===== config.mk =====
export PLATFORM = sky130hd
export DESIGN_NAME = gobm_prep
export DESIGN_NICKNAME = d
export VERILOG_FILES = /design/src/hw/rtl/gobm_pkg.sv /design/src/hw/rtl/gobm_prep.sv
export SDC_FILE = /design/constraint.sdc
export NUM_CORES = 1
export LEC_CHECK = 0
export BUFFER_PORTS_ARGS = -buffer_cell sky130_fd_sc_hd__buf_4
export CAP_MARGIN = 20
export CORE_MARGIN = 4
export CORE_UTILIZATION = 47
export CTS_BUF_LIST = sky130_fd_sc_hd__clkbuf_8 sky130_fd_sc_hd__clkbuf_16
export CTS_CLUSTER_SIZE = 28
export DETAILED_ROUTE_END_ITERATION = 10
export PLACE_DENSITY_LB_ADDON = 0.1
export SKIP_CTS_REPAIR_TIMING = 1
export SLEW_MARGIN = 20
export SYNTH_ARGS = -nofsm -noshare
export SYNTH_HDL_FRONTEND = slang
export SYNTH_SLANG_ARGS = --single-unit

===== constraint.sdc =====
create_clock -name clk -period 0.8 [get_ports clk]
set_input_delay 0 -clock clk [delete_from_list [all_inputs] [get_ports clk]]
set_output_delay 0 -clock clk [all_outputs]
set_load 0.02 [all_outputs]

===== src/hw/rtl/gobm_pkg.sv =====
// Shared types, constants and the arctangent table for the orientation mask.
// No dependencies; imported by every module of the block.
`timescale 1ns / 1ps
`default_nettype none

package gobm_pkg;

    localparam int GRAD_W    = 11;
    localparam int MAG_W     = 11;      // |grad| up to 1024
    localparam int X_W       = 37;      // 2^24 pre-scale times CORDIC gain, signed
    localparam int Z_W       = 25;      // Q16 degrees, signed
    localparam int PHI_W     = 24;      // Q16 degrees up to 180, unsigned
    localparam int DEG_W     = 8;
    localparam int CFG_IDX_W = 4;
    localparam int PRESCALE  = 24;
    localparam int ITERS     = 23;
    localparam int LATENCY   = ITERS + 3;

    localparam logic [PHI_W-1:0] DEG45_Q16 = 24'd2949120;
    localparam logic [PHI_W-1:0] DEG90_Q16 = 24'd5898240;
    localparam logic [DEG_W-1:0] DEG_HALF  = 8'd180;

    localparam logic [DEG_W-1:0] LOWER_RESET = 8'd175;
    localparam logic [DEG_W-1:0] UPPER_RESET = 8'd180;

    localparam logic [CFG_IDX_W-1:0] CFG_LOWER = 4'd0;
    localparam logic [CFG_IDX_W-1:0] CFG_UPPER = 4'd1;

    // How the first-quadrant angle is formed
    localparam logic [2:0] MODE_ZERO = 3'd0;   // phi = 0
    localparam logic [2:0] MODE_90   = 3'd1;   // phi = 90
    localparam logic [2:0] MODE_45   = 3'd2;   // phi = 45
    localparam logic [2:0] MODE_OCT  = 3'd3;   // phi = cordic
    localparam logic [2:0] MODE_SWAP = 3'd4;   // phi = 90 - cordic

    typedef struct packed {
        logic [2:0] mode;
        logic       gx_neg;
        logic       gy_neg;
    } gobm_ctl_t;

    typedef struct packed {
        logic signed [X_W-1:0] x;
        logic signed [X_W-1:0] y;
        logic signed [Z_W-1:0] z;
        gobm_ctl_t             ctl;
    } gobm_item_t;

    // atan(2^-i) in Q16 degrees, rounded to nearest
    function automatic logic signed [Z_W-1:0] atan_q16(input int i);
        logic signed [Z_W-1:0] v;
        case (i)
            0:  v = 25'sd2949120;
            1:  v = 25'sd1740967;
            2:  v = 25'sd919879;
            3:  v = 25'sd466945;
            4:  v = 25'sd234379;
            5:  v = 25'sd117304;
            6:  v = 25'sd58666;
            7:  v = 25'sd29335;
            8:  v = 25'sd14668;
            9:  v = 25'sd7334;
            10: v = 25'sd3667;
            11: v = 25'sd1833;
            12: v = 25'sd917;
            13: v = 25'sd458;
            14: v = 25'sd229;
            15: v = 25'sd115;
            16: v = 25'sd57;
            17: v = 25'sd29;
            18: v = 25'sd14;
            19: v = 25'sd7;
            20: v = 25'sd4;
            21: v = 25'sd2;
            22: v = 25'sd1;
            default: v = '0;
        endcase
        return v;
    endfunction

endpackage

`default_nettype wire


===== src/hw/rtl/gobm_prep.sv =====
// Input stage: magnitudes, octant selection and CORDIC seed vector.
// Depends on gobm_pkg.
`timescale 1ns / 1ps
`default_nettype none

module gobm_prep
    import gobm_pkg::*;
(
    input  wire logic                     clk,
    input  wire logic                     rst_n,
    input  wire logic                     in_valid,
    input  wire logic signed [GRAD_W-1:0] grad_x,
    input  wire logic signed [GRAD_W-1:0] grad_y,
    output logic                          out_valid,
    output gobm_item_t                    out_item
);

    logic signed [GRAD_W:0] gx_ext;
    logic signed [GRAD_W:0] gy_ext;
    logic [MAG_W-1:0]       ax;
    logic [MAG_W-1:0]       ay;
    logic [MAG_W-1:0]       large_mag;
    logic [MAG_W-1:0]       small_mag;
    logic [2:0]             mode;
    logic                   valid_reg;
    gobm_item_t             item_reg;
    gobm_item_t             item_next;

    always_comb
    begin
        gx_ext = {grad_x[GRAD_W-1], grad_x};
        gy_ext = {grad_y[GRAD_W-1], grad_y};
        // -1024 gives 1024, which still fits the magnitude width
        ax     = grad_x[GRAD_W-1] ? MAG_W'(-gx_ext) : MAG_W'(gx_ext);
        ay     = grad_y[GRAD_W-1] ? MAG_W'(-gy_ext) : MAG_W'(gy_ext);

        if (ay < ax)
        begin
            large_mag = ax;
            small_mag = ay;
        end
        else
        begin
            large_mag = ay;
            small_mag = ax;
        end

        // zero gradient and zero vertical gradient both give phi = 0
        if (ay == '0)
            mode = MODE_ZERO;
        else if (ax == '0)
            mode = MODE_90;
        else if (ax == ay)
            mode = MODE_45;
        else if (ay < ax)
            mode = MODE_OCT;
        else
            mode = MODE_SWAP;

        item_next.x          = $signed({2'b00, large_mag, {PRESCALE{1'b0}}});
        item_next.y          = $signed({2'b00, small_mag, {PRESCALE{1'b0}}});
        item_next.z          = '0;
        item_next.ctl.mode   = mode;
        item_next.ctl.gx_neg = grad_x[GRAD_W-1];
        item_next.ctl.gy_neg = grad_y[GRAD_W-1];
    end

    always_ff @(posedge clk or negedge rst_n)
    begin
        if (!rst_n)
            valid_reg <= 1'b0;
        else
            valid_reg <= in_valid;
    end

    always_ff @(posedge clk)
    begin
        if (in_valid)
            item_reg <= item_next;
    end

    assign out_valid = valid_reg;
    assign out_item  = item_reg;

endmodule

`default_nettype wire


### Word level (Yosys, flattened, before mapping)

Cells that the tools add are included.

| storage, ports and cells | value |
|---|---|
| flip-flop bits (word level) | 28 |
| bits of input ports | 25 |
| output and inout port bits | 105 |

| cells by class | value |
|---|---|
| $add $sub $neg | 2 |
| $lt $le $gt $ge | 1 |
| equal/unequal tests | 1 |
| mux-type cells | 7 |
| reductions and logical operators | 4 |

Operators with widths:

| cell | count |
|---|---|
| 11-bit two-way mux | 4 |
| 11-bit zero test | 2 |
| 11-bit negator | 2 |
| 11-bit equality test | 1 |
| 11-bit < comparator | 1 |
| 3-bit two-way mux | 1 |
| 3-bit OR reduction | 1 |
| 2-bit two-way mux | 1 |
| 2-bit OR reduction | 1 |
| 1-bit two-way mux | 1 |

### Depth between registers and ports, before layout

| logic depth | value |
|---|---|
| depth after elaboration | 6 |
| depth in mapped cells | 14 |

### Worst setup path before layout

OpenSTA, ideal clock, no wires.

| path | value |
|---|---|
| kind | input-to-reg |
| start | input port grad_y[0] |
| end | register item_reg, in the netlist out_item[59] (data pin) |
| setup time | 0.268 ns |
| arrival time | 2.751 ns |
| required time | 0.532 ns |
| path slack | -2.219 ns |
| stages | 12 |
| buffers on the path | 1 |
| cells stage by stage | inv_1 -> ha_1 -> or3b_4 -> o31ai_1 -> xor2_1 -> inv_1 -> ha_1 -> nand4_1 -> or4b_4 -> o211ai_4 -> buf_4 -> a21oi_1 |

| on the way | value |
|---|---|
| word-level cells in the longest chain between the ends | 4 |

RTL lines:

| item | line | RTL |
|---|---|---|
| start, declared | gobm_prep.sv:13 | `input wire logic signed [GRAD_W-1:0] grad_y,` |
| 11-bit negator | gobm_prep.sv:35 | `ay = grad_y[GRAD_W-1] ? MAG_W'(-gy_ext) : MAG_W'(gy_ext);` |
| 11-bit two-way mux (*) | gobm_prep.sv:35 |  |
| 11-bit < comparator | gobm_prep.sv:37 | `if (ay < ax)` |
| 11-bit two-way mux (*) | gobm_prep.sv:37 |  |
| via small_mag[5] | gobm_prep.sv:23 | `logic [MAG_W-1:0] small_mag;` |
| end signal, assigned | gobm_prep.sv:79 | `item_reg <= item_next;` |
| end, declared | gobm_prep.sv:26 | `gobm_item_t item_reg;` |

Mark *: on every way through the listed nets, which the timed path passes. The rest lies on a longest branch.
A chain may end at the register's enable or synchronous reset.

### Final worst setup path

| path | value |
|---|---|
| start | input port grad_y[1] |
| end | register item_reg, in the netlist out_item[100] (data pin) |

| on the way | value |
|---|---|
| word-level cells in the longest chain between the ends | 4 |

RTL lines:

| item | line | RTL |
|---|---|---|
| 11-bit negator | gobm_prep.sv:35 |  |
| 11-bit two-way mux (*) | gobm_prep.sv:35 |  |
| 11-bit < comparator | gobm_prep.sv:37 |  |
| 11-bit two-way mux (*) | gobm_prep.sv:37 |  |
| via large_mag[9] | gobm_prep.sv:22 | `logic [MAG_W-1:0] large_mag;` |

Marked as above.

==> run metrics <==
status=finished with violations; failing checks=setup timing; Sink Count=28; flops & latches, synth=28; Antenna Cells=0; GRT Util Overall=0.1779; max cap viols=0; Pleak=1.893 nW; Die Ht=around 84 um; std cell rows=27; Initial Utilization=0.4878; post-synthesis mux area share=0.05231; share of synthesized cell area in and, or, nand and nor gates=0.1398; Hold Worst Slack=just under 0.02 ns; dpl cell area=0.003590 sq mm; Initial DRT Pass Iterations=4; endpoints failing setup=52; Die ar.=about 0.0070 sq mm; H-tree depth=1; post-synthesis compound-gate area fraction=0.1310; Synth Area in XOR/XNOR=0.04537; DR iter-0 viols=62; count of different cell masters after synthesis=52; grt total ovfl=0; type of element capturing the critical path=register; Seq/Total Area, Yosys=0.3093; PwrDens=between 1500 and 2000 mW/mm^2; EDFF count, synth=27; largest family of logic cells by synthesized area=buffers and inverters; non-filler cells, final=498; Final min period=2.729 ns; first-pass GRT wire length=about 10 mm; CTS tree=done; Hold WC Path Type=in -> async; crit path launch type=input port; via count=approximately 2300; vias in the first global route=2214; # port buffers=52; WS Path Type=in -> reg; core box area=0.005540 sq mm; clk root buf=clkbuf_8; TritonCTS Buffers=3; Die Wd=83.83 um; Max Root-Sink Buffers=2; Post-synth ARST share=0.03571; cell count after placement=489; Top Ports=130; routed vias/inst=4.606; post-route cell area=0.003983 sq mm; wire per inst=13.28 um; Avg Cell Area, Syn=9.352 sq um; Slew Limit Fails=0; worst path arrival time=about 2.9 ns; Yosys top cell area share=0.3000; fraction of layout cells with a size suffix above 1=0.4366; part of the cycle the worst path needs=3.411; Most used DFF post-synth=edfxtp_1; drt total wl=~6.6 mm; final worst slack=-1.929 ns; Post-Syn Area=around 0.0027 sq mm; Layout area overhead=47.36%; Antenna Violating Nets Remaining=0; Synth area leaders=edfxtp_1, buf_4, ha_1; clk slew on worst S/H paths=~0.10 ns; Adder-Cell Fraction of Synth Area=0.06481; biggest area consumer among synthesized cells=edfxtp_1; IR drop worst, VDD=1.015 mV; fmax=around 370 MHz; largest net degree at the start of global routing=18; Fin. Hold Viols=0; Mapped Cells=289; final net count=around 470; commonest non-fill, non-tap cells in the layout=buf_4, conb_1, buf_6, edfxtp_1, inv_1; GPL Wtd Cong=0.8947; Layout Utilization=0.7188; dpl hpwl=5.391 mm; initial antenna violation count=0; RSZ-0062 raised after global routing=yes; CP Max Fanout=8; commonest non-fill, non-tap cell in the layout=buf_4; WP data required=between 0.9 and 1 ns; Final Power=approximately 6.5 mW; Synth warnings=0; Residual DRC=0
registers in the layout (all words and copies together) (netlist names):
name	cells
out_item	27
out_valid	1
critical path: stages:
cell and delay, ns:
buf_4 0.15, or3_1 0.41, buf_4 0.17, o31ai_2 0.23, xor2_1 0.23, inv_1 0.11, ha_1 0.28, inv_1 0.04
or4b_4 0.54, o211ai_4 0.21, buf_12 0.15, buf_8 0.13, mux2i_2 0.20
report_power, final:
group / switching (mW) / leakage, nW / internal (mW)
Sequential: 0.102 / 0.276 / 1.94
Combinational: 1.73 / 1.58 / 1.64
Clock: 0.475 / 0.0357 / 0.671
cells by family after synthesis:
group	Yosys count
muxes	14
adders and majority gates	14
DFF	28
buffers and inverters	102
other	1
xor gates and xnor gates	14
AOI/OAI and AO/OA	49
and+or+nand+nor	67
stage by stage:
step	setup slack (ns)	setup TNS (ns)
final	-1.929	-47.42
after global routing	-2.042	-51.13
after CTS	-2.023	-49.80
after detailed placement	-2.322	-56.48
after global placement	-2.265	-55.60
after floorplan	-2.138	-52.19
metal layers:
layer	up-vias	wire length (um)	GRT usage
met5	-	0	0
met4	0	109	0.05702
met3	6	401	0.01481
met2	88	3467	0.3290
met1	1071	2637	0.2161
li1	1129	-	-
synth_stat cells, drive strengths merged, types with 2 or more instances:
library cell   n
and2           2
a211oi         2
or4            2
o21ai         10
nand2b         7
ha            14
a21o           2
nor3           5
o211ai         2
clkbuf         3
nand2         10
nor4           2
xnor2          3
o41ai          2
nand4          2
buf           81
nand3          5
o31ai          4
a21oi         16
xor2          11
nor2          15
mux2i         13
nor2b          7
a32oi          2
edfxtp        27
or3            4
inv           18
how the worst max path moves through the flow:
stage	from	endpoint
3_3_place_gp	grad_x[6]	out_item[92]
4_1_cts	grad_y[1]	out_item[100]
6_report	grad_y[1]	out_item[100]
2_1_floorplan	grad_y[1]	out_item[93]
5_1_grt	grad_y[1]	out_item[60]
3_5_place_dp	grad_y[1]	out_item[60]
final cells by class:
cell class              count  area (sq um)
multi-input cells         235          1637
fillers                   432          1558
repair buffers            141          1256
flip-flops and latches     28         835.8
inverters                  18         92.59
well taps                  72         90.09
clock buffers               3         41.29
clock inverters             1         30.03
(Power assumes the default switching activity.)
