[src/hw/rtl/gobm_pkg.sv]
// Shared types, constants and the arctangent table for the orientation mask.
// No dependencies; imported by every module of the block.
`timescale 1ns / 1ps
`default_nettype none

package gobm_pkg;

    localparam int GRAD_W    = 11;
    localparam int MAG_W     = 11;      // |grad| up to 1024
    localparam int X_W       = 37;      // 2^24 pre-scale times CORDIC gain, signed
    localparam int Z_W       = 25;      // Q16 degrees, signed
    localparam int PHI_W     = 24;      // Q16 degrees up to 180, unsigned
    localparam int DEG_W     = 8;
    localparam int CFG_IDX_W = 4;
    localparam int PRESCALE  = 24;
    localparam int ITERS     = 23;
    localparam int LATENCY   = ITERS + 3;

    localparam logic [PHI_W-1:0] DEG45_Q16 = 24'd2949120;
    localparam logic [PHI_W-1:0] DEG90_Q16 = 24'd5898240;
    localparam logic [DEG_W-1:0] DEG_HALF  = 8'd180;

    localparam logic [DEG_W-1:0] LOWER_RESET = 8'd175;
    localparam logic [DEG_W-1:0] UPPER_RESET = 8'd180;

    localparam logic [CFG_IDX_W-1:0] CFG_LOWER = 4'd0;
    localparam logic [CFG_IDX_W-1:0] CFG_UPPER = 4'd1;

    // How the first-quadrant angle is formed
    localparam logic [2:0] MODE_ZERO = 3'd0;   // phi = 0
    localparam logic [2:0] MODE_90   = 3'd1;   // phi = 90
    localparam logic [2:0] MODE_45   = 3'd2;   // phi = 45
    localparam logic [2:0] MODE_OCT  = 3'd3;   // phi = cordic
    localparam logic [2:0] MODE_SWAP = 3'd4;   // phi = 90 - cordic

    typedef struct packed {
        logic [2:0] mode;
        logic       gx_neg;
        logic       gy_neg;
    } gobm_ctl_t;

    typedef struct packed {
        logic signed [X_W-1:0] x;
        logic signed [X_W-1:0] y;
        logic signed [Z_W-1:0] z;
        gobm_ctl_t             ctl;
    } gobm_item_t;

    // atan(2^-i) in Q16 degrees, rounded to nearest
    function automatic logic signed [Z_W-1:0] atan_q16(input int i);
        logic signed [Z_W-1:0] v;
        case (i)
            0:  v = 25'sd2949120;
            1:  v = 25'sd1740967;
            2:  v = 25'sd919879;
            3:  v = 25'sd466945;
            4:  v = 25'sd234379;
            5:  v = 25'sd117304;
            6:  v = 25'sd58666;
            7:  v = 25'sd29335;
            8:  v = 25'sd14668;
            9:  v = 25'sd7334;
            10: v = 25'sd3667;
            11: v = 25'sd1833;
            12: v = 25'sd917;
            13: v = 25'sd458;
            14: v = 25'sd229;
            15: v = 25'sd115;
            16: v = 25'sd57;
            17: v = 25'sd29;
            18: v = 25'sd14;
            19: v = 25'sd7;
            20: v = 25'sd4;
            21: v = 25'sd2;
            22: v = 25'sd1;
            default: v = '0;
        endcase
        return v;
    endfunction

endpackage

`default_nettype wire

[src/hw/rtl/gobm_cordic_stage.sv]
// One vectoring CORDIC rotation with its pipeline register.
// Depends on gobm_pkg (item type, arctangent table).
`timescale 1ns / 1ps
`default_nettype none

module gobm_cordic_stage
    import gobm_pkg::*;
#(
    parameter int STAGE = 0
)
(
    input  wire logic       clk,
    input  wire logic       rst_n,
    input  wire logic       in_valid,
    input  gobm_item_t      in_item,
    output logic            out_valid,
    output gobm_item_t      out_item
);

    logic signed [X_W-1:0] xs;
    logic signed [X_W-1:0] ys;
    logic                  y_pos;
    logic                  valid_reg;
    gobm_item_t            item_reg;
    gobm_item_t            item_next;

    always_comb
    begin
        // arithmetic shift is a floor divide
        xs    = $signed(in_item.x) >>> STAGE;
        ys    = $signed(in_item.y) >>> STAGE;
        y_pos = !in_item.y[X_W-1] && (in_item.y != '0);

        item_next.ctl = in_item.ctl;
        if (y_pos)
        begin
            item_next.x = $signed(in_item.x) + ys;
            item_next.y = $signed(in_item.y) - xs;
            item_next.z = $signed(in_item.z) + atan_q16(STAGE);
        end
        else
        begin
            item_next.x = $signed(in_item.x) - ys;
            item_next.y = $signed(in_item.y) + xs;
            item_next.z = $signed(in_item.z) - atan_q16(STAGE);
        end
    end

    always_ff @(posedge clk or negedge rst_n)
    begin
        if (!rst_n)
            valid_reg <= 1'b0;
        else
            valid_reg <= in_valid;
    end

    always_ff @(posedge clk)
    begin
        if (in_valid)
            item_reg <= item_next;
    end

    assign out_valid = valid_reg;
    assign out_item  = item_reg;

endmodule

`default_nettype wire

[config.mk]
export PLATFORM = sky130hd
export DESIGN_NAME = gobm_cordic_stage
export DESIGN_NICKNAME = d
export VERILOG_FILES = /design/src/hw/rtl/gobm_pkg.sv /design/src/hw/rtl/gobm_cordic_stage.sv
export SDC_FILE = /design/constraint.sdc
export NUM_CORES = 1
export LEC_CHECK = 0
export BUFFER_PORTS_ARGS = -buffer_cell sky130_fd_sc_hd__buf_2
export CORE_ASPECT_RATIO = 0.7
export CORE_UTILIZATION = 51
export CTS_BUF_LIST = sky130_fd_sc_hd__clkbuf_16
export DETAILED_ROUTE_END_ITERATION = 7
export PLACE_DENSITY = 0.78
export SETUP_SLACK_MARGIN = 0.4
export SLEW_MARGIN = 20
export SYNTH_ARGS = -nofsm -noshare
export SYNTH_HDL_FRONTEND = slang
export SYNTH_SLANG_ARGS = --single-unit
[constraint.sdc]
create_clock -name clk -period 0.8 [get_ports clk]
set_clock_uncertainty 0.05 [all_clocks]
set_input_delay 0 -clock clk [delete_from_list [all_inputs] [get_ports clk]]
set_output_delay 0 -clock clk [all_outputs]
set_load 0.01 [all_outputs]
==> flow_metrics.py, run 1 <==
metrics = {
    "status": {
        "haltStage": "global routing (5_1_grt)",
        "tool.error": "[ERROR DPL-0038] Utilization greater than 100%, impossible to legalize",
        "outcome": "aborted with a tool error",
    },
    "yosys": {
        "syn_area_sq_um": 9880,
        "async_flop_share_pct": 0.962,
        "yosys.cell_types.count": 69,
        "synth_area_leader_cell": "edfxtp_1",
        "ys_top_cells_by_area": "edfxtp_1 (31%), ha_1 (15%), a21oi_1 (6.3%), xnor2_1 (5.5%), inv_1 (4.6%)",
        "synth.ff_latch_count": 104,
        "syn_nets": 1365,
        "netlist_top_cells_count": "a21oi_1 (125), inv_1 (122), ha_1 (115), edfxtp_1 (103), nor2_1 (85)",
        "avgSynthCellArea_sq_um": 8.68,
        "syn_inst": 1139,
        "synthFlopType": "edfxtp_1",
        "yosysMostFrequentCell": "a21oi_1",
        "yosysTopAreaCellShare_pct": 31.3,
        "synth_edf_count": 103,
        "yosysSeqAreaShare_pct": 31.6,
        "yosysWarnings": 0,
    },
    "grt": {
        "grt_max_degree": 26,
    },
    "clock_network": {
        "htree_levels": 3,
        "cts_num_sinks": 104,
        "numCtsBuffers": 9,
        "clock_path_buffers": 2,
        "cts_root_buffer": "clkbuf_16",
    },
    "placed_design": {
        "place_hpwl_mm": 36.8,
        "io_buffers": 211,
        "gp_congestion": 1.09,
        "dp_cells": 1964,
    },
    "floorplanning": {
        "start_util_pct": 52.2,
        "die_w_um": 168,
        "die_height_um": 118,
        "num_rows": 42,
        "pin_count": 212,
    },
    "sta": {
        "crit_endpoint": "out_item[54]$_DFFE_PP_/D",
        "worst_endpoint_kind": "register data pin",
    },
}
## per-stage QoR
step	util (%)	hold slack, ps	instance area [sq um]	setup slack, ps
CTS	93.0	-252	17600	-1740
detailed placement	78.2	-274	14800	-2450
global placement	78.2	-275	14800	-2300
floorplan	-	-346	10500	-1670
## repair_timing
| item | in CTS |
|---|---|
| pin swaps | 160 |
| setup endpoints to repair | 232 |
| endpoints found under the hold margin | 24 |
| setup buffers | 75 |
| hold buffers | 1 |
| gates cloned | 7 |
| resized for setup | 390 |
## kinds of logic after synthesis
logic type | Yosys count | synth area share [%]
DFF | 104 | 31.6
muxes | 14 | 1.42
xor gates and xnor gates | 78 | 6.91
and+or+nand+nor | 269 | 13.1
AOI/OAI and AO/OA | 378 | 24.7
adders and majority gates | 119 | 15.4
buffers and inverters | 177 | 6.93
==> run 2, diff against run 1 <==
--- a/config.mk
+++ b/config.mk
@@ -6,12 +6,9 @@
 export NUM_CORES = 1
 export LEC_CHECK = 0
 export BUFFER_PORTS_ARGS = -buffer_cell sky130_fd_sc_hd__buf_2
-export CORE_ASPECT_RATIO = 0.7
-export CORE_UTILIZATION = 51
-export CTS_BUF_LIST = sky130_fd_sc_hd__clkbuf_16
+export CORE_UTILIZATION = 40
 export DETAILED_ROUTE_END_ITERATION = 7
-export PLACE_DENSITY = 0.78
-export SETUP_SLACK_MARGIN = 0.4
+export PLACE_DENSITY_LB_ADDON = 0.15
 export SLEW_MARGIN = 20
 export SYNTH_ARGS = -nofsm -noshare
 export SYNTH_HDL_FRONTEND = slang
==> constraint.sdc (replaced) <==
create_clock -name clk -period 1.04 [get_ports clk]
set_clock_uncertainty 0.05 [all_clocks]
set_input_delay 0 -clock clk [delete_from_list [all_inputs] [get_ports clk]]
set_output_delay 0 -clock clk [all_outputs]
set_load 0.01 [all_outputs]
==> run 2 against run 1 <==
The flow now finishes, with violations (hold timing, setup timing). Synthesized area unchanged. Synthesized cell count unchanged.
==> flow_metrics.py, run 2 <==
metrics = {
    "layout": {
        "nets": 2063,
        "final_common_cell": "buf_4",
        "multi_input_area_sq_um": 8330,
        "stdcell_area_sq_um": 18700,
        "largest_reg_flops": 103,
        "fill_cells": 1649,
        "area_growth_pct": 89.6,
        "diodes": 0,
        "drive_above_1_share_pct": 57.0,
        "finalNonFillerCells": 2166,
        "seq_area_sq_um": 3120,
        "most-common-layout-cells": "buf_4 (410), buf_2 (189), edfxtp_1 (103)",
    },
    "clock_network": {
        "path_clk_slew_ps": 100,
        "numCtsBuffers": 9,
        "clock_path_buffers": 2,
        "cts_num_sinks": 104,
        "cts_root_buffer": "clkbuf_16",
        "cts_hold_buf": 27,
        "htree_levels": 3,
        "cts_tree": "built",
    },
    "yosys": {
        "synth_area_leader_cell": "edfxtp_1",
        "synth_edf_count": 103,
        "yosysTopAreaCellShare_pct": 31.3,
        "synthFlopType": "edfxtp_1",
        "yosysMostFrequentCell": "a21oi_1",
        "yosysSeqAreaShare_pct": 31.6,
        "syn_inst": 1139,
        "avgSynthCellArea_sq_um": 8.68,
        "yosys.cell_types.count": 69,
        "netlist_top_cells_count": "a21oi_1 (125), inv_1 (122), ha_1 (115), edfxtp_1 (103), nor2_1 (85)",
        "ys_top_cells_by_area": "edfxtp_1 (31%), ha_1 (15%), a21oi_1 (6.3%), xnor2_1 (5.5%), inv_1 (4.6%)",
        "synth.ff_latch_count": 104,
        "yosysWarnings": 0,
        "syn_area_sq_um": 9880,
        "async_flop_share_pct": 0.962,
        "syn_nets": 1365,
    },
    "sta": {
        "tns_ps": -102650,
        "rsz0062_at_grt": "yes",
        "fmax_mhz": 397,
        "slew_viol_final": 0,
        "period_share_pct": 242,
        "holdWs_ps": -15.6,
        "max_slew_margin_pct": 59.3,
        "layout_min_cycle_time_ps": 2520,
        "worst_pin_slew_ps": 604,
        "final.setup.worst_slack_ps": -1480,
        "finalSetupViolations": 81,
        "hold_violations": 1,
    },
    "setup_path": {
        "cp-end-kind": "register",
        "startpoint_type": "input pin",
        "arrival_ps": 2600,
        "crit_type": "input pin to register",
        "worst-path-buf-inv": 4,
        "cp.required_ps": 1120,
        "crit_fanout": 5,
        "max_stage_delay_ps": 300,
        "crit_family": "compound AO/OA/AOI/OAI gates",
        "cpMaxStageDelayCell": "a41oi_4",
        "worstPathCellList": "buf_8 > buf_6 > nor4_4 > nand4_1 > buf_4 > nor2_4 > a41oi_4 > inv_4 > ha_4 > a21o_1 > a21oi_2 > o21bai_1 > a21oi_2 > o21bai_1 > a21oi_1 > xnor2_1",
    },
    "placed_design": {
        "dp_cells": 2024,
        "place_ws_ps": -2150,
        "io_buffers": 211,
        "place_hpwl_mm": 31.0,
        "gp_congestion": 0.927,
        "dpl-instance-area_sq_um": 14700,
    },
    "drt": {
        "drc": 0,
        "ant_nets": 0,
        "dr.first_iter.drc_count": 961,
        "wl_per_cell_um": 20.8,
        "first_pass_iters": 5,
        "routed_via_density": 5.48,
        "wirelength_mm": 45.0,
        "vias": 11900,
    },
    "floorplanning": {
        "num_rows": 57,
        "start_util_pct": 40.8,
        "die_height_um": 159,
        "core_sq_um": 24200,
        "dieArea_sq_um": 25300,
        "die_w_um": 159,
        "pin_count": 212,
    },
    "min_path": {
        "hp-class": "input pin to register",
    },
    "run": {
        "maxCapViolCount": 0,
    },
    "pwr": {
        "power.density_nw_per_um2": 1060,
        "leakage_nw": 8.45,
        "ir_worst_vdd_mv": 1.14,
    },
    "grt": {
        "antenna_found_initial": 0,
        "use_met2_pct": 56.4,
        "grt.total_usage_pct": 33.4,
        "use_met3_pct": 4.48,
        "top_usage_layer": "met2",
        "grt_overflow": 0,
        "grt_pass1_wl_mm": 65.2,
        "grt_pass1_vias": 11700,
        "gr-usage-met1_pct": 43.9,
        "grt_max_degree": 49,
    },
    "status": {
        "violations": "hold timing, setup timing",
        "outcome": "finished with violations",
    },
}
-- run 2: cell counts after synthesis --
Identical to the previous run, type by type.
-- run 2: routing by layer --
| metal | routed length [um] | share of wire, % | vias up |
|---|---|---|---|
| met4 | 1620 | 3.6 | 0 |
| met2 | 21400 | 48 | 528 |
| met3 | 3130 | 6.9 | 123 |
| met5 | 0 | 0 | - |
| li1 | - | - | 5508 |
| met1 | 18900 | 42 | 5701 |
-- run 2: worst paths after layout --
kind	from	to	slack [ps]	cells after the start
setup / recovery	in_item[54]	out_item[28]	-1480	16
hold / removal	in_item[21]	out_item[22]	-20	2
max in group asynchronous	rst_n	out_valid	450	3
min in group asynchronous	rst_n	out_valid	390	3
-- run 2: cell families after synthesis --
group	Yosys count	share of synthesized area, %
AOI/OAI and AO/OA	378	24.7
and+or+nand+nor	269	13.1
buffers and inverters	177	6.93
adders and majority gates	119	15.4
DFF	104	31.6
xor gates and xnor gates	78	6.91
muxes	14	1.42
-- run 2: layout make-up --
class                           instances  share of cell area (%)
Sequential cell                       104                    16.6
Inverter                              124                    2.72
Timing Repair Buffer                  740                    32.3
Multi-Input combinational cell        858                    44.5
Clock buffer                            9                    1.20
Clock inverter                          7                   0.541
Tap cell                              324                    2.16
-- run 2: timing repair --
item	4_1_cts	5_1_grt
endpoints found under the hold margin	27	1
pin swaps	138	95
endpoints found under the setup margin	80	80
gates resized for setup	382	149
buffers inserted	69	36
gates cloned	12	6
-- run 2: stage by stage --
step / hold slack, ps / total power [W] / utilization [%]
6_report: -15.6 / 0.0199 / 77.3
5_1_grt: -8.57 / 0.0207 / 77.3
4_1_cts: -21.9 / 0.0190 / 73.4
3_5_place_dp: -273 / 0.0134 / 60.5
3_3_place_gp: -276 / 0.0133 / 60.5
2_1_floorplan: -346 / 0.00958 / -
-- run 2: report_power, final --
part           leakage, nW  total (W)  switching (W)  internal (W)
clock network        0.157    0.00388        0.00209       0.00179
registers             1.02    0.00562       0.000177       0.00545
logic                 7.27     0.0104        0.00533       0.00508
total                 8.45     0.0199        0.00759        0.0123
(Power assumes the default switching activity.)
