$ cat src/hw/rtl/gobm_pkg.sv
// Shared types, constants and the arctangent table for the orientation mask.
// No dependencies; imported by every module of the block.
`timescale 1ns / 1ps
`default_nettype none

package gobm_pkg;

    localparam int GRAD_W    = 11;
    localparam int MAG_W     = 11;      // |grad| up to 1024
    localparam int X_W       = 37;      // 2^24 pre-scale times CORDIC gain, signed
    localparam int Z_W       = 25;      // Q16 degrees, signed
    localparam int PHI_W     = 24;      // Q16 degrees up to 180, unsigned
    localparam int DEG_W     = 8;
    localparam int CFG_IDX_W = 4;
    localparam int PRESCALE  = 24;
    localparam int ITERS     = 23;
    localparam int LATENCY   = ITERS + 3;

    localparam logic [PHI_W-1:0] DEG45_Q16 = 24'd2949120;
    localparam logic [PHI_W-1:0] DEG90_Q16 = 24'd5898240;
    localparam logic [DEG_W-1:0] DEG_HALF  = 8'd180;

    localparam logic [DEG_W-1:0] LOWER_RESET = 8'd175;
    localparam logic [DEG_W-1:0] UPPER_RESET = 8'd180;

    localparam logic [CFG_IDX_W-1:0] CFG_LOWER = 4'd0;
    localparam logic [CFG_IDX_W-1:0] CFG_UPPER = 4'd1;

    // How the first-quadrant angle is formed
    localparam logic [2:0] MODE_ZERO = 3'd0;   // phi = 0
    localparam logic [2:0] MODE_90   = 3'd1;   // phi = 90
    localparam logic [2:0] MODE_45   = 3'd2;   // phi = 45
    localparam logic [2:0] MODE_OCT  = 3'd3;   // phi = cordic
    localparam logic [2:0] MODE_SWAP = 3'd4;   // phi = 90 - cordic

    typedef struct packed {
        logic [2:0] mode;
        logic       gx_neg;
        logic       gy_neg;
    } gobm_ctl_t;

    typedef struct packed {
        logic signed [X_W-1:0] x;
        logic signed [X_W-1:0] y;
        logic signed [Z_W-1:0] z;
        gobm_ctl_t             ctl;
    } gobm_item_t;

    // atan(2^-i) in Q16 degrees, rounded to nearest
    function automatic logic signed [Z_W-1:0] atan_q16(input int i);
        logic signed [Z_W-1:0] v;
        case (i)
            0:  v = 25'sd2949120;
            1:  v = 25'sd1740967;
            2:  v = 25'sd919879;
            3:  v = 25'sd466945;
            4:  v = 25'sd234379;
            5:  v = 25'sd117304;
            6:  v = 25'sd58666;
            7:  v = 25'sd29335;
            8:  v = 25'sd14668;
            9:  v = 25'sd7334;
            10: v = 25'sd3667;
            11: v = 25'sd1833;
            12: v = 25'sd917;
            13: v = 25'sd458;
            14: v = 25'sd229;
            15: v = 25'sd115;
            16: v = 25'sd57;
            17: v = 25'sd29;
            18: v = 25'sd14;
            19: v = 25'sd7;
            20: v = 25'sd4;
            21: v = 25'sd2;
            22: v = 25'sd1;
            default: v = '0;
        endcase
        return v;
    endfunction

endpackage

`default_nettype wire

$ cat src/hw/rtl/gobm_post.sv
// Quadrant rebuild, fold into 0..179 and band compare; two register stages.
// Depends on gobm_pkg.
`timescale 1ns / 1ps
`default_nettype none

module gobm_post
    import gobm_pkg::*;
(
    input  wire logic             clk,
    input  wire logic             rst_n,
    input  wire logic             in_valid,
    input  gobm_item_t            in_item,
    input  wire logic [DEG_W-1:0] lower_bound,
    input  wire logic [DEG_W-1:0] upper_bound,
    output logic                  out_valid,
    output logic [DEG_W-1:0]      out_deg,
    output logic                  out_band
);

    logic [PHI_W-1:0] oct;
    logic [PHI_W-1:0] phi;
    logic [PHI_W-1:0] mag;
    logic             va_reg;
    logic [DEG_W-1:0] deg_reg;
    logic             neg_reg;
    logic [DEG_W-1:0] d0;
    logic [DEG_W-1:0] d_next;
    logic             vb_reg;
    logic [DEG_W-1:0] orient_reg;
    logic             band_reg;

    // stage A: clamp octant angle, rebuild magnitude, take integer degrees
    always_comb
    begin
        if (in_item.z[Z_W-1])
            oct = '0;
        else if (PHI_W'(in_item.z) > DEG45_Q16)
            oct = DEG45_Q16;
        else
            oct = PHI_W'(in_item.z);

        unique case (in_item.ctl.mode)
            MODE_ZERO: phi = '0;
            MODE_90:   phi = DEG90_Q16;
            MODE_45:   phi = DEG45_Q16;
            MODE_OCT:  phi = oct;
            MODE_SWAP: phi = DEG90_Q16 - oct;
            default:   phi = '0;
        endcase

        mag = in_item.ctl.gx_neg ? ((DEG90_Q16 << 1) - phi) : phi;
    end

    always_ff @(posedge clk or negedge rst_n)
    begin
        if (!rst_n)
        begin
            va_reg <= 1'b0;
            vb_reg <= 1'b0;
        end
        else
        begin
            va_reg <= in_valid;
            vb_reg <= va_reg;
        end
    end

    always_ff @(posedge clk)
    begin
        if (in_valid)
        begin
            deg_reg <= mag[PHI_W-1:16];
            neg_reg <= in_item.ctl.gy_neg;
        end
    end

    // stage B: 180 folds to 0, negative angles get 180 added
    always_comb
    begin
        d0     = (deg_reg == DEG_HALF) ? '0 : deg_reg;
        d_next = (neg_reg && d0 != '0) ? (DEG_HALF - d0) : d0;
    end

    always_ff @(posedge clk)
    begin
        if (va_reg)
        begin
            orient_reg <= d_next;
            band_reg   <= (d_next >= lower_bound) && (d_next <= upper_bound);
        end
    end

    assign out_valid = vb_reg;
    assign out_deg   = orient_reg;
    assign out_band  = band_reg;

endmodule

`default_nettype wire

$ cat config.mk
export PLATFORM = sky130hd
export DESIGN_NAME = gobm_post
export DESIGN_NICKNAME = d
export VERILOG_FILES = /design/src/hw/rtl/gobm_pkg.sv /design/src/hw/rtl/gobm_post.sv
export SDC_FILE = /design/constraint.sdc
export NUM_CORES = 1
export LEC_CHECK = 0
export ABC_AREA = 1
export ABC_CLOCK_PERIOD_IN_PS = 4510
export BUFFER_PORTS_ARGS = -buffer_cell sky130_fd_sc_hd__buf_2
export CELL_PAD_IN_SITES_DETAIL_PLACEMENT = 1
export CELL_PAD_IN_SITES_GLOBAL_PLACEMENT = 1
export CORE_ASPECT_RATIO = 0.9
export CORE_MARGIN = 8
export CORE_UTILIZATION = 33
export CTS_BUF_LIST = sky130_fd_sc_hd__clkbuf_2 sky130_fd_sc_hd__clkbuf_4 sky130_fd_sc_hd__clkbuf_8
export DETAILED_ROUTE_END_ITERATION = 8
export PLACE_DENSITY_LB_ADDON = 0.1
export SETUP_SLACK_MARGIN = 0.4
export SLEW_MARGIN = 10
export SYNTH_ARGS = -nofsm -noshare
export SYNTH_HDL_FRONTEND = slang
export SYNTH_SLANG_ARGS = --single-unit
$ cat constraint.sdc
create_clock -name clk -period 4.51 [get_ports clk]
set_input_delay 0.6765 -clock clk [delete_from_list [all_inputs] [get_ports clk]]
set_output_delay 0.6765 -clock clk [all_outputs]
set_load 0.02 [all_outputs]
Word-level counts from Yosys, hierarchy flattened
Cells that the tools add are included.
{"block": "totals", "register_bits": 20, "in_bits": 123, "output_inout_bits": 10, "wordCells": 26}
{"block": "op_classes", "add_sub_neg": 3, "magnitude_cmp": 3, "eq_ne": 5, "muxes": 6, "reduce_logical": 3}
{"op": "24-bit one-hot mux with 4 select lines", "n": 1}
{"op": "24-bit two-way mux", "n": 3}
{"op": "24-bit by 22-bit greater-than comparator with 1-bit output (second input constant)", "n": 1}
{"op": "23-bit by 24-bit subtractor with 24-bit output (first input constant)", "n": 1}
{"op": "24-bit subtractor (first input constant)", "n": 1}
{"op": "8-bit two-way mux", "n": 2}
{"op": "8-bit equality test (second input constant)", "n": 1}
{"op": "8-bit greater-or-equal comparator", "n": 1}
{"op": "8-bit less-or-equal comparator", "n": 1}
{"op": "8-bit nonzero test", "n": 1}
{"op": "8-bit subtractor (first input constant)", "n": 1}
{"op": "3-bit by 2-bit equality test with 1-bit output (second input constant)", "n": 2}
{"op": "3-bit by 1-bit equality test with 1-bit output (second input constant)", "n": 1}
{"op": "3-bit equality test (second input constant)", "n": 1}
{"op": "1-bit logical AND", "n": 2}

Depth between registers and ports, before layout
Gate-level depths: netlist of the first run.
{"block": "logic_depth", "word_depth": 7, "depth_mapped": 25, "ltp_nobuf": 23}

Worst setup path after synthesis of the first run
No wires, ideal clock.
{"block": "synth_timing", "path_kind": "flip-flop to flip-flop", "startpoint": "register deg_reg[0]", "endpoint": "register band_reg (netlist: out_band), data pin", "setup_ns": 0.255, "t_arrival_ns": 2.958, "t_required_ns": 4.255, "slack_ns": 1.297, "path_stages_with_launch": 22, "n_path_buf": 0, "synth_period_minus_slack_ns": 3.213, "cell_sequence": "edfxtp_1 inv_1 ha_1 nand3_1 nor4_1 nor2_1 nor2_1 nand4_1 nand2_1 inv_1 o31ai_1 ha_1 o21ai_0 nand2_1 a21oi_1 o21bai_1 a21oi_1 o21bai_1 a21oi_1 nor2_1 o22ai_1 inv_1"}
{"block": "synth_via", "elab_chain_cells": 7, "elab_cells_between_ends": 9, "classes_between": "add/sub: 1; order compare: 2; eq/ne: 1; mux: 2; reduce/logical: 3"}
{"element": "from (decl)", "line": "gobm_post.sv:24", "rtl": "logic [DEG_W-1:0] deg_reg;"}
{"element": "from (signal assigned)", "line": "gobm_post.sv:72", "rtl": "deg_reg <= mag[PHI_W-1:16];"}
{"element": "8-bit equality test", "line": "gobm_post.sv:80", "rtl": "d0 = (deg_reg == DEG_HALF) ? '0 : deg_reg;"}
{"element": "8-bit two-way mux *", "line": "gobm_post.sv:80"}
{"element": "branches (longest 2 deep; another with 8-bit subtractor)"}
{"element": "8-bit two-way mux *", "line": "gobm_post.sv:81", "rtl": "d_next = (neg_reg && d0 != '0) ? (DEG_HALF - d0) : d0;"}
{"element": "via d_next[1]", "line": "gobm_post.sv:27", "rtl": "logic [DEG_W-1:0] d_next;"}
{"element": "8-bit greater-or-equal comparator or 8-bit less-or-equal comparator (tied branches)", "line": "gobm_post.sv:89", "rtl": "band_reg <= (d_next >= lower_bound) && (d_next <= upper_bound);"}
{"element": "1-bit logical AND *", "line": "gobm_post.sv:89"}
{"element": "to (signal assigned)", "line": "gobm_post.sv:89"}
{"element": "to (decl)", "line": "gobm_post.sv:30", "rtl": "logic band_reg;"}
Mark *: on every way through the listed nets, which the timed path passes.
A chain may end at the register's enable or synchronous reset.

Final worst setup path of the first run
{"block": "layout_timing", "startpoint": "register deg_reg[1]", "endpoint": "register band_reg (netlist: out_band), data pin"}
The elaborated chain is that of the path after synthesis.

==> results.toml, run 1 <==
[logic_synthesis]
synth_top_cell_area_share_pct = 17.5
ys_top_cells_by_area = "edfxtp_1, nand2_1, inv_1"
async_reset_ff_share_pct = 10.0
synthesis.area_um2 = 3080
ys_warn_count = 0
syn_avg_cell_area_um2 = 6.16
seq_area_frac_synth_pct = 19.2
synth.net_count = 641
synthTopCellsByCount = "nand2_1, inv_1, nor2_1, nand3_1"
synth_ff_type = "edfxtp_1"
ys_types = 38
post-synth-top-count-cell = "nand2_1"
postSynthCellCount = 500
synth_edf_count = 18
yosys.area.top_type = "edfxtp_1"
synth_seq_cells = 20

[timing]
fmax_mhz = 282
whs_ns = 0.194
slew_viol_final = 0
rsz0062_at_grt = "no"
worstMarginPinSlew_ns = 0.735
max_slew_margin_pct = 50.7
hold_violations = 0
setup_viol = 0
finalSetupTns_ns = 0
period_share_pct = 78.5
fin_crit_ns = 3.54
clock_skew_ns = 0.00497

[cts]
clkSinkCount = 20
cts_buffers = 3
postCtsSetupBuffers = 0
htreeDepth = 1
cts_root_buffer = "clkbuf_8"
clk_path_buf_depth = 2
clock_latency_ns = 0.26
cts_tree = "built"
clk_pin_slew_ns = 0.07

[layout]
drive_gt1_share_pct = 21.0
final_net_count = 698
stdcell_area_um2 = 3520
antenna_cells = 0
fill_cells = 1270
syn_to_final_growth_pct = 14.3

[die]
row_count = 33
die_x_um = 118
core_um2 = 9080
die_area_um2 = 12700
pin_count = 133
initial_core_util_pct = 33.9
die_h_um = 108

[grt]
grt_pass1_vias = 3321
grt_pass1_wl_um = 16500
grt_max_degree = 30
antenna_found_initial = 0
grt_use_total_pct = 15.6
overflow = 0

[job]
drv_cap = 0

[drt]
first_pass_iters = 4
wl_um = 9820
ant_nets = 0
wl_per_cell_um = 14.5
vias = 3261
drt_iter0_drc = 120
drc = 0
viasPerCell = 4.81

[worst_setup_path]
crit_slowest_cell = "edfxtp_1"
startpoint = "deg_reg[1]$_DFFE_PP_"
worstSetupPathType = "reg -> reg"
timing.rr.start = "deg_reg[1]$_DFFE_PP_"
crit_path_start_kind = "register"
arrival_ns = 3.56
critPathMaxStageDelay_ns = 0.37
cp.required_ns = 4.53
critPathMostFrequentCell = "inv_1"
end_kind = "register"
crit_fanout = 5
crit_path_cell_trace = "inv_1 > ha_1 > nand3_1 > nor4_1 > buf_4 > inv_1 > nand2_1 > nand4_1 > nand2_1 > inv_1 > o31ai_2 > ha_1 > o21ai_0 > nand2_1 > a21oi_1 > o21bai_1 > a21oi_1 > o21bai_1 > a21oi_1 > nor2_1 > o22ai_1 > inv_1"

[power_and_ir_drop]
p_total_uw = 759
power_density_nw_per_um2 = 216
vdd_drop_max_uv = 132
leakagePower_uw = 0.00194

[placement]
port_buffers = 58
hpwl_um = 8520
routabilityCongestion = 0.868
placed_cell_area_um2 = 3460

[hold_path]
hold_class = "in -> async"

[run_status]
status = "completed"
final timing paths:
check	endpoint	slack, ns	depth (start not counted)
worst max-delay path	out_band$_DFFE_PP_	0.97	22
worst min-delay path	out_valid$_DFF_PN0_	0.19	1
worst max register to register	out_band$_DFFE_PP_	0.97	22
worst min register to register	out_deg[0]$_DFFE_PP_	0.65	2
max in group asynchronous	va_reg$_DFF_PN0_	4.22	1
min in group clk	neg_reg$_DFFE_PP_	0.60	1
report_power, final:
group / switching (µW) / internal [µW] / total [µW]
sequential: 9.94 / 235 / 245
clock: 57.7 / 77.6 / 135
combinational: 247 / 132 / 379
per-stage QoR:
step	instances	util [%]	worst slack, ns
3_3_place_gp	674	38.1	0.921
2_1_floorplan	500	-	1.30
3_5_place_dp	674	38.1	0.804
5_1_grt	678	38.8	0.480
6_report	678	38.8	0.969
4_1_cts	678	38.7	0.774
cells in the final DEF (no fill, tap or decap), drive strengths merged:
| cell | synthesis | final |
|---|---|---|
| a21oi | 21 | 21 |
| o21bai | 4 | 4 |
| xor2 | 8 | 8 |
| nand3 | 48 | 48 |
| dfrtp | 2 | 2 |
| clkbuf | 1 | 4 |
| ha | 18 | 18 |
| nand4 | 4 | 4 |
| o31ai | 1 | 1 |
| and3 | 1 | 1 |
| xnor2 | 3 | 3 |
| edfxtp | 18 | 18 |
| nor2 | 77 | 77 |
| o21ai | 33 | 33 |
| nand2 | 140 | 140 |
| buf | 8 | 61 |
| nor3 | 2 | 2 |
| o211ai | 3 | 3 |
| inv | 97 | 97 |
| a22o | 1 | 1 |
| nor4 | 1 | 1 |
| o22ai | 6 | 6 |
| nand3b | 3 | 3 |
kinds of logic (layout without fill, tap and decap cells):
| group | count (synthesis) | count (layout) | synth area share (%) |
|---|---|---|---|
| buffers and inverters | 106 | 162 | 14.7 |
| xor gates and xnor gates | 11 | 11 | 3.13 |
| adders and majority gates | 18 | 18 | 7.31 |
| AOI/OAI and AO/OA | 69 | 69 | 13.7 |
| DFF | 20 | 20 | 19.2 |
| and+or+nand+nor | 276 | 276 | 42.0 |
what timing repair did:
item / CTS / global route
gates resized for setup: 0 / 1
hold buffers: 0 / 0
setup endpoints to repair: 0 / 1
layer usage:
metal  up-vias  routed length [µm]  GRT usage [%]
met4         0                  60           1.55
met1      1501                5130           22.1
li1       1698                   -              -
met3         4                 387           2.57
met2        58                4250           25.2
met5         -                   0              0
worst max-delay path, delay by kind of cell (launching register included):
kind | cells | cell delay [ns]
AOI/OAI and AO/OA | 8 | 1.14
buffers and inverters | 5 | 0.53
adders and majority gates | 2 | 0.48
and+or+nand+nor | 7 | 0.79
DFF | 1 | 0.37
cell type report:
class                      count  area, µm²  area share (%)
tap                          122        153            4.33
clock buffer                   4       55.1            1.56
sequential                    20        591            16.8
timing repair buffer          61        313            8.88
multi-input combinational    374       2050            58.1
inverter                      97        364            10.3
(Power assumes the default switching activity.)
==> run 2, diff against run 1 <==
--- a/config.mk
+++ b/config.mk
@@ -5,14 +5,14 @@
 export SDC_FILE = /design/constraint.sdc
 export NUM_CORES = 1
 export LEC_CHECK = 0
-export ABC_AREA = 1
-export ABC_CLOCK_PERIOD_IN_PS = 4510
+export ABC_AREA = 0
+export ABC_CLOCK_PERIOD_IN_PS = 3710
 export BUFFER_PORTS_ARGS = -buffer_cell sky130_fd_sc_hd__buf_2
 export CELL_PAD_IN_SITES_DETAIL_PLACEMENT = 1
 export CELL_PAD_IN_SITES_GLOBAL_PLACEMENT = 1
 export CORE_ASPECT_RATIO = 0.9
 export CORE_MARGIN = 8
-export CORE_UTILIZATION = 33
+export CORE_UTILIZATION = 32
 export CTS_BUF_LIST = sky130_fd_sc_hd__clkbuf_2 sky130_fd_sc_hd__clkbuf_4 sky130_fd_sc_hd__clkbuf_8
 export DETAILED_ROUTE_END_ITERATION = 8
 export PLACE_DENSITY_LB_ADDON = 0.1
==> constraint.sdc (replaced) <==
create_clock -name clk -period 3.71 [get_ports clk]
set_input_delay 0.5565 -clock clk [delete_from_list [all_inputs] [get_ports clk]]
set_output_delay 0.5565 -clock clk [all_outputs]
set_load 0.02 [all_outputs]
==> results.toml, run 2 <==
[logic_synthesis]
synth_seq_cells = 20
synthesis.area_um2 = 2360
yosys.area.top_type = "edfxtp_1"
synth_ff_type = "edfxtp_1"
synth-simple-area-share_pct = 27.2
synth.net_count = 425
synth_top_family_by_area = "simple AND/OR/NAND/NOR gates"
synthXorXnorAreaFrac_pct = 6.30
syn_avg_cell_area_um2 = 8.33
ys_top_cells_by_area = "edfxtp_1, ha_1, inv_1"
postSynthCellCount = 284
async_reset_ff_share_pct = 10.0
synth_edf_count = 18
synth_compound_gate_area_share_pct = 24.7
ys_types = 68
post-synth-top-count-cell = "inv_1"
synthTopCellsByCount = "inv_1, nand2_1, nor2_1, a21oi_1"
synth_top_cell_area_share_pct = 22.9
synthAdderAreaFrac_pct = 9.52
ys_warn_count = 0
seq_area_frac_synth_pct = 25.0
synthMuxAreaShare_pct = 0.899

[grt]
antenna_found_initial = 0
grt_use_total_pct = 15.4
grt_pass1_vias = 2847
overflow = 0
grt_pass1_wl_um = 13600
grt_max_degree = 13

[timing]
slew_viol_final = 0
setup_viol = 0
hold_violations = 0
worstMarginPinSlew_ns = 1.18
fmax_mhz = 274
whs_ns = 0.0644
max_slew_margin_pct = 20.5
period_share_pct = 98.5
rsz0062_at_grt = "yes"
fin_crit_ns = 3.65
clock_skew_ns = 0.00641

[worst_setup_path]
crit_path_start_kind = "primary input"
crit_buf_inv = 1
critPathTopFamily = "compound AO/OA/AOI/OAI gates"
cp.required_ns = 3.73
end_kind = "register"
crit_path_cell_trace = "buf_6 > or4_4 > nor4_4 > a32o_2 > nand2_2 > ha_4 > nor2b_4 > a31o_4 > o31ai_4 > o2111ai_2 > o221a_4 > a211oi_4 > nand2b_4 > a21o_1 > a41o_1"
critPathMaxStageDelay_ns = 0.56
crit_slowest_cell = "or4_4"
arrival_ns = 3.68
worstSetupPathType = "in -> reg"
crit_fanout = 4

[die]
row_count = 29
die_h_um = 97.6
die_x_um = 107
die_area_um2 = 10400
core_um2 = 7110
pin_count = 133
initial_core_util_pct = 33.3

[drt]
viasPerCell = 5.31
wl_per_cell_um = 17.0
drc = 0
wl_um = 8480
drt_iter0_drc = 91
vias = 2642
ant_nets = 0
first_pass_iters = 4

[cts]
cts_buffers = 3
htreeDepth = 1
cts_root_buffer = "clkbuf_8"
clkSinkCount = 20
clk_path_buf_depth = 2
clock_latency_ns = 0.26
ctsHoldBuffers = 0
cts_tree = "built"
clk_pin_slew_ns = 0.08

[power_and_ir_drop]
leakagePower_uw = 0.00161
power_density_nw_per_um2 = 272
vdd_drop_max_uv = 181

[hold_path]
hold_class = "in -> async"

[layout]
syn_to_final_growth_pct = 51.2
antenna_cells = 0
fin_util_pct = 50.3
fill_cells = 886
mostFrequentLayoutCell = "buf_4"
final_net_count = 547
final_cell_mix = "buf_4, buf_2, inv_1, nand2_1"
drive_gt1_share_pct = 43.0

[placement]
hpwl_um = 6830
routabilityCongestion = 0.812
port_buffers = 58

[run_status]
status = "completed"

[job]
drv_cap = 0
## run 2: changes by cell type after synthesis, moves of 6 or more
cell and change:
nand3_2 -6, nor2_2 -6, inv_2 -7, nor2_1 -45, a31oi_1 +6, nand3_1 -31
o21ai_2 -7, nand2_2 -9, nand2_1 -103, nor3_1 +7, inv_1 -63
## run 2: cells by family after synthesis
logic type | Yosys count
and+or+nand+nor | 108
AOI/OAI and AO/OA | 84
adders and majority gates | 18
buffers and inverters | 35
muxes | 2
DFF | 20
xor gates and xnor gates | 17
## run 2: metrics by stage
stage / worst slack (ns) / cell area (µm²) / power [µW] / setup TNS, ns / cells
after floorplan: -0.0231 / 2430 / 535 / -0.0635 / 284
after global placement: -0.387 / 3170 / 678 / -2.01 / 481
after detailed placement: -0.433 / 3170 / 698 / -2.37 / 481
after CTS: 0.0492 / 3400 / 947 / 0 / 491
after global routing: -0.0865 / 3570 / 1030 / -0.187 / 498
final: 0.0562 / 3570 / 971 / 0 / 498
## run 2: per-layer routing
layer	vias up	track usage, %	part of all wire (%)
met3	2	2.79	3.4
met5	-	0	0
li1	1324	-	-
met2	39	26.9	49
met1	1277	19.6	47
met4	0	1.62	0.37
## run 2: what timing repair did
action,in CTS,in global routing
setup endpoints to repair,8,9
pin swaps,16,25
buffers inserted,6,7
gates resized for setup,18,23
## run 2: final timing paths
check | start | to | slack, ns | cells after the start
worst max-delay path | in_item[12] | deg_reg[6]$_DFFE_PP_ | 0.06 | 15
max in group asynchronous | rst_n | out_valid$_DFF_PN0_ | 3.55 | 1
worst min-delay path | rst_n | va_reg$_DFF_PN0_ | 0.06 | 1
worst min register to register | va_reg$_DFF_PN0_ | out_valid$_DFF_PN0_ | 0.66 | 0
worst max register to register | deg_reg[2]$_DFFE_PP_ | out_band$_DFFE_PP_ | 0.68 | 12
min in group clk | in_item[0] | neg_reg$_DFFE_PP_ | 0.47 | 1
## run 2: final cells by class
| class | count | area [µm²] | area share (%) |
|---|---|---|---|
| multi-input combinational | 229 | 1860 | 52.0 |
| timing repair buffer | 125 | 835 | 23.3 |
| sequential | 20 | 591 | 16.5 |
| tap | 93 | 116 | 3.26 |
| inverter | 27 | 101 | 2.84 |
| clock buffer | 3 | 41.3 | 1.16 |
| clock inverter | 1 | 30.0 | 0.840 |
## run 2: power breakdown
group | internal [µW] | total [µW] | switching, µW
clock network | 144 | 219 | 75.4
registers | 285 | 305 | 19.7
logic | 205 | 446 | 241
